--- config.mk ---
export PLATFORM = sky130hd
export DESIGN_NAME = pnc_cell
export DESIGN_NICKNAME = d
export VERILOG_FILES = /design/src/rtl/core/pnc_pkg.sv /design/src/rtl/core/pnc_cell.sv
export SDC_FILE = /design/constraint.sdc
export NUM_CORES = 1
export LEC_CHECK = 0
export BUFFER_PORTS_ARGS = -buffer_cell sky130_fd_sc_hd__buf_2
export CORE_MARGIN = 10
export CORE_UTILIZATION = 45
export CTS_CLUSTER_DIAMETER = 30
export CTS_CLUSTER_SIZE = 12
export DETAILED_ROUTE_END_ITERATION = 16
export PLACE_DENSITY_LB_ADDON = 0.25
export SLEW_MARGIN = 10
export SYNTH_ARGS = -nofsm -noshare
export SYNTH_HDL_FRONTEND = slang
export SYNTH_SLANG_ARGS = --single-unit
--- constraint.sdc ---
create_clock -name clk_i -period 5.3 [get_ports clk_i]
set_input_delay 0.265 -clock clk_i [delete_from_list [all_inputs] [get_ports clk_i]]
set_output_delay 0.265 -clock clk_i [all_outputs]
set_load 0.05 [all_outputs]
--- src/rtl/core/pnc_pkg.sv ---
// shared types and constants for the nearest palette color search block
// no dependencies
package pnc_pkg;

  localparam int unsigned IDX_W   = 8;
  localparam int unsigned COMP_W  = 8;
  localparam int unsigned DIST_W  = 18;
  localparam int unsigned WORD_W  = 32;
  localparam int unsigned COLOR_W = 15;
  localparam int unsigned CQ_W    = 5;
  localparam int unsigned N_COMP  = 3;

  localparam logic [COMP_W-1:0] ALPHA_OPAQUE = 8'hFF;
  localparam logic [COMP_W-1:0] ALPHA_CLEAR  = 8'h00;

  typedef enum logic [1:0] {
    ACT_WRITE  = 2'd0,
    ACT_LOOKUP = 2'd1,
    ACT_QUERY  = 2'd2,
    ACT_SKIP   = 2'd3
  } action_e;

  typedef enum logic [2:0] {
    ST_IDLE,
    ST_LOOKUP,
    ST_SCAN,
    ST_DRAIN,
    ST_DONE
  } state_e;

  typedef struct packed {
    logic [COMP_W-1:0] b;
    logic [COMP_W-1:0] g;
    logic [COMP_W-1:0] r;
  } rgb_t;

  typedef struct packed {
    logic              vld;
    rgb_t              entry;
    logic [DIST_W-1:0] sum;
  } cell_beat_t;

  // 5-bit query component to 8 bits: c*8+4
  function automatic logic [COMP_W-1:0] widen(input logic [CQ_W-1:0] c);
    widen = {c, 3'b100};
  endfunction

endpackage

--- src/rtl/core/pnc_cell.sv ---
// distance cell: adds the squared difference of one color component to the beat
// depends on pnc_pkg
module pnc_cell import pnc_pkg::*; (
  input  logic              clk_i,
  input  logic              rst_ni,
  input  logic              load_i,
  input  logic [COMP_W-1:0] q_comp_i,
  input  logic [COMP_W-1:0] comp_i,
  input  cell_beat_t        beat_i,
  output cell_beat_t        beat_o
);

  logic [COMP_W-1:0]   q_q;
  logic                vld_q;
  rgb_t                entry_q;
  logic [DIST_W-1:0]   sum_q, sum_d;
  logic [COMP_W-1:0]   diff;
  logic [2*COMP_W-1:0] sq;

  always_comb begin
    diff  = (q_q >= comp_i) ? (q_q - comp_i) : (comp_i - q_q);
    sq    = diff * diff;
    sum_d = beat_i.sum + DIST_W'(sq);
  end

  always_ff @(posedge clk_i or negedge rst_ni) begin
    if (!rst_ni) begin
      vld_q <= 1'b0;
    end else begin
      vld_q <= beat_i.vld;
    end
  end

  always_ff @(posedge clk_i) begin
    if (load_i) begin
      q_q <= q_comp_i;
    end
    entry_q <= beat_i.entry;
    sum_q   <= sum_d;
  end

  assign beat_o = '{vld: vld_q, entry: entry_q, sum: sum_q};

endmodule

==> tab_implementation.tex <==
\begin{tabular}{lr}
\hline
Metric & Value \\
\hline
\multicolumn{2}{l}{\textbf{Status}} \\
\quad Result of the run & finished with violations \\
\quad Violations in the final reports & setup timing \\
\multicolumn{2}{l}{\textbf{GRT}} \\
\quad Vias in the first global route & 4185 \\
\quad Largest net degree at the start of global routing & 19 \\
\quad Routing usage on met2 & 0.298 \\
\quad Fraction of met1 tracks used by global routing & 0.174 \\
\quad Global routing met3 resource utilization & 0.0412 \\
\quad Number of antenna violations at the first check in global routing & 0 \\
\quad Total overflow reported by the global router & 0 \\
\quad Most Used Layer, Global Route & met2 \\
\quad GRT Overall Usage & 0.160 \\
\quad Global-route wire length before repair & 18800 um \\
\multicolumn{2}{l}{\textbf{Critical path}} \\
\quad Number of buffers and inverters on the critical path & 6 \\
\quad Required time of the critical path & 5.55 ns \\
\quad End point of the critical path & sum\_q[14] \\
\quad Worst setup SP type & flip-flop \\
\quad Worst path max stage delay & 0.51 ns \\
\quad Critical path's top delay family & adder cells \\
\quad Crit path DAT & 6.10 ns \\
\quad Worst reg-to-reg path cell count & 25 \\
\quad Sort of element at the end of the critical path & flip-flop \\
\quad Timing startpoint of the critical path & q\_q[0] \\
\quad Worst setup slack for register-to-register paths & -0.54 ns \\
\quad Critical path class & flip-flop to flip-flop \\
\quad Crit Reg-Reg Startpoint & q\_q[0] \\
\quad Slowest cell on crit path & fa\_1 \\
\quad Top fanout value on the critical path & 5 \\
\quad Destination of the worst register-to-register timing path & sum\_q[14] \\
\quad Number of cells on the critical path & 25 \\
\multicolumn{2}{l}{\textbf{Synthesis}} \\
\quad Number of enable flip-flop cells after synthesis & 8 \\
\quad Fraction of registers with async set/reset & 0.0196 \\
\quad Number of library cell types mapped by synthesis & 63 \\
\quad Synth Instances & 434 \\
\quad Flops \& latches, synth & 51 \\
\quad Most frequent cell after synthesis & inv\_1 \\
\quad Mapped Area & 4280 sq um \\
\quad Combinational family with the most area after synthesis & adder cells \\
\quad Main area contributors after synthesis & dfxtp\_1 (20\%), fa\_1 (18\%), ha\_1 (17\%), inv\_1 (8.2\%), edfxtp\_1 (5.6\%) \\
\quad Sequential fraction of the synthesis area & 0.259 \\
\quad Synth Area in XOR/XNOR & 0.0462 \\
\quad Average cell area after synthesis & 9.85 sq um \\
\quad Synth Warn \# & 0 \\
\quad Proportion of synthesized area in mux cells & 0.0158 \\
\quad Synth top cells by count & inv\_1 (93), ha\_1 (58), dfxtp\_1 (42) \\
\quad Number of nets in the synthesized netlist & 593 \\
\quad Simple-Gate Fraction of Synth Area & 0.120 \\
\quad Complex-gate fraction of the synthesized area & 0.113 \\
\quad Adder-cell share of the synthesized area & 0.352 \\
\quad Yosys top cell by area & dfxtp\_1 \\
\quad Leading register cell type out of synthesis & dfxtp\_1 \\
\quad Fraction of synthesized cell area taken by the top area cell type & 0.197 \\
\multicolumn{2}{l}{\textbf{Clock network}} \\
\quad Clock Latency Late Sink & 0.32 ns \\
\quad Clock slew at reported path FFs & 0.11 ns \\
\quad Clock Sink Count & 51 \\
\quad Number of buffers created by CTS & 5 \\
\quad Clock root cell & clkbuf\_8 \\
\quad CTS max path bufs & 2 \\
\quad CTS HTree Levels & 2 \\
\quad Clock tree from TritonCTS & yes \\
\multicolumn{2}{l}{\textbf{Drt}} \\
\quad Number of design rule violations left after detail routing & 0 \\
\quad Detailed-router iteration count before antenna repair & 4 \\
\quad Antenna violation net count after detailed routing & 0 \\
\quad Number of vias per cell & 4.72 \\
\quad Routed length per instance & 14.4 um \\
\quad Initial detailed-routing violation count & 127 \\
\quad Vias after detailed routing & 3679 \\
\quad Total wire length after detailed routing & 11200 um \\
\multicolumn{2}{l}{\textbf{Die}} \\
\quad Die X-Extent & 117 um \\
\quad Vertical die dimension & 117 um \\
\quad Die ar. & 13800 sq um \\
\quad Effective utilization at floorplan & 0.463 \\
\quad Core region area & 9240 sq um \\
\quad Row Count & 35 \\
\quad Number of placed I/O pins & 105 \\
\multicolumn{2}{l}{\textbf{Finish}} \\
\quad Filler cell count & 725 \\
\quad Cell area after layout & 6240 sq um \\
\quad Final core utilization & 0.676 \\
\quad Layout overhead on the synthesized area & 46.1\% \\
\quad Antenna cell count & 0 \\
\quad Ratio of cells with drive above 1 in the final layout & 0.477 \\
\quad Non-filler instance count after layout & 779 \\
\quad Final net count & 808 \\
\multicolumn{2}{l}{\textbf{Placement}} \\
\quad GP Congestion & 0.850 \\
\quad HPWL after DPL & 8960 um \\
\quad Post-Place Cell Area & 5650 sq um \\
\quad Count of input and output buffers & 104 \\
\quad Total instance count after detailed placement & 746 \\
\multicolumn{2}{l}{\textbf{STA}} \\
\quad Share of the clock period used by the worst path after layout & 1.10 \\
\quad Slew at the pin with the worst max-slew slack & 0.391 ns \\
\quad Final WS setup & -0.544 ns \\
\quad Max frequency & 171 MHz \\
\quad Final setup skew & 0.00688 ns \\
\quad Slew HR & 0.739 \\
\quad Setup repair after global routing missed its margin & true \\
\quad Setup-failing EPs final & 11 \\
\quad Worst slack on hold paths & 0.0354 ns \\
\quad Final critical path time including I/O delays and setup & 5.84 ns \\
\quad Final Hold Viols & 0 \\
\quad Max-slew violation total from the final report & 0 \\
\multicolumn{2}{l}{\textbf{Flow run}} \\
\quad Max-Cap Viols & 0 \\
\multicolumn{2}{l}{\textbf{Hold path}} \\
\quad Type of the tightest min-delay check & primary input to flip-flop \\
\hline
\end{tabular}
==> routing by layer <==
metal / up-vias / routed length (um)
met5: - / 0
met4: 0 / 160
met3: 16 / 607
met2: 90 / 5890
met1: 1742 / 4550
li1: 1831 / -
==> what timing repair did <==
item | 4_1_cts | 5_1_grt
endpoints found under the hold margin | 1 | 0
gates resized for setup | 31 | 36
pin swaps | 38 | 15
hold buffers | 1 | 0
endpoints found under the setup margin | 12 | 12
buffers inserted | 15 | 10
==> state kept, by name (all words and copies together) (netlist names) <==
register	cells
sum_q	18
q_q	8
beat_o	24
vld_q	1
==> worst register-to-register path: stages, from the launching register on <==
cell and delay [ns]:
edfxtp_1 0.44, inv_1 0.08, ha_2 0.18, inv_2 0.04
fa_2 0.36, nand3_2 0.09, and2_4 0.15, a311o_4 0.21
buf_6 0.12, a22o_1 0.18, nand2_2 0.10, or2_4 0.28
fa_1 0.49, inv_2 0.04, fa_1 0.49, fa_1 0.51
inv_2 0.04, fa_1 0.51, inv_2 0.06, ha_4 0.17
or2_4 0.27, nor2_2 0.14, o21ai_2 0.09, a41o_1 0.26
o41ai_2 0.32, xnor2_1 0.15
==> stage by stage <==
step,worst slack (ns),TNS (ns)
4_1_cts,-0.413,-2.77
3_5_place_dp,-0.700,-4.99
6_report,-0.544,-4.15
5_1_grt,-0.796,-6.79
3_3_place_gp,-0.504,-3.22
2_1_floorplan,-0.400,-1.98
==> final cells by class <==
type | instances | area [sq um] | share of cell area
Clock inverter | 3 | 26.3 | 0.00421
Timing Repair Buffer | 215 | 1390 | 0.223
Tap cell | 129 | 161 | 0.0258
Multi-Input combinational cell | 283 | 3140 | 0.503
Sequential cell | 51 | 1110 | 0.177
Clock buffer | 5 | 68.8 | 0.0110
Inverter | 93 | 349 | 0.0559
==> cell families after synthesis <==
group / after synthesis
DFF: 51
buffers and inverters: 100
AOI/OAI and AO/OA: 65
adders and majority gates: 97
and+or+nand+nor: 95
muxes: 6
xor gates and xnor gates: 20
==> cells in the final DEF, fill, tap and decap left out, drive strengths merged, types with 10 or more instances in the layout <==
cell   instances
ha            58
nand2         13
nor2          35
fa            39
dfxtp         42
inv           95
a21oi         20
xnor2         17
a21o          10
buf          214
==> worst min path at each step <==
stage	startpoint	endpoint	cells past startpoint
2_1_floorplan	rst_ni	vld_q	0
3_3_place_gp	rst_ni	vld_q	1
3_5_place_dp	rst_ni	vld_q	1
4_1_cts	beat_i[23]	beat_o[23]	1
5_1_grt	beat_i[26]	beat_o[26]	1
6_report	beat_i[23]	beat_o[23]	1
Power is not shown: default switching activity piles up to over one toggle a cycle in this logic, so the estimate is an artifact.
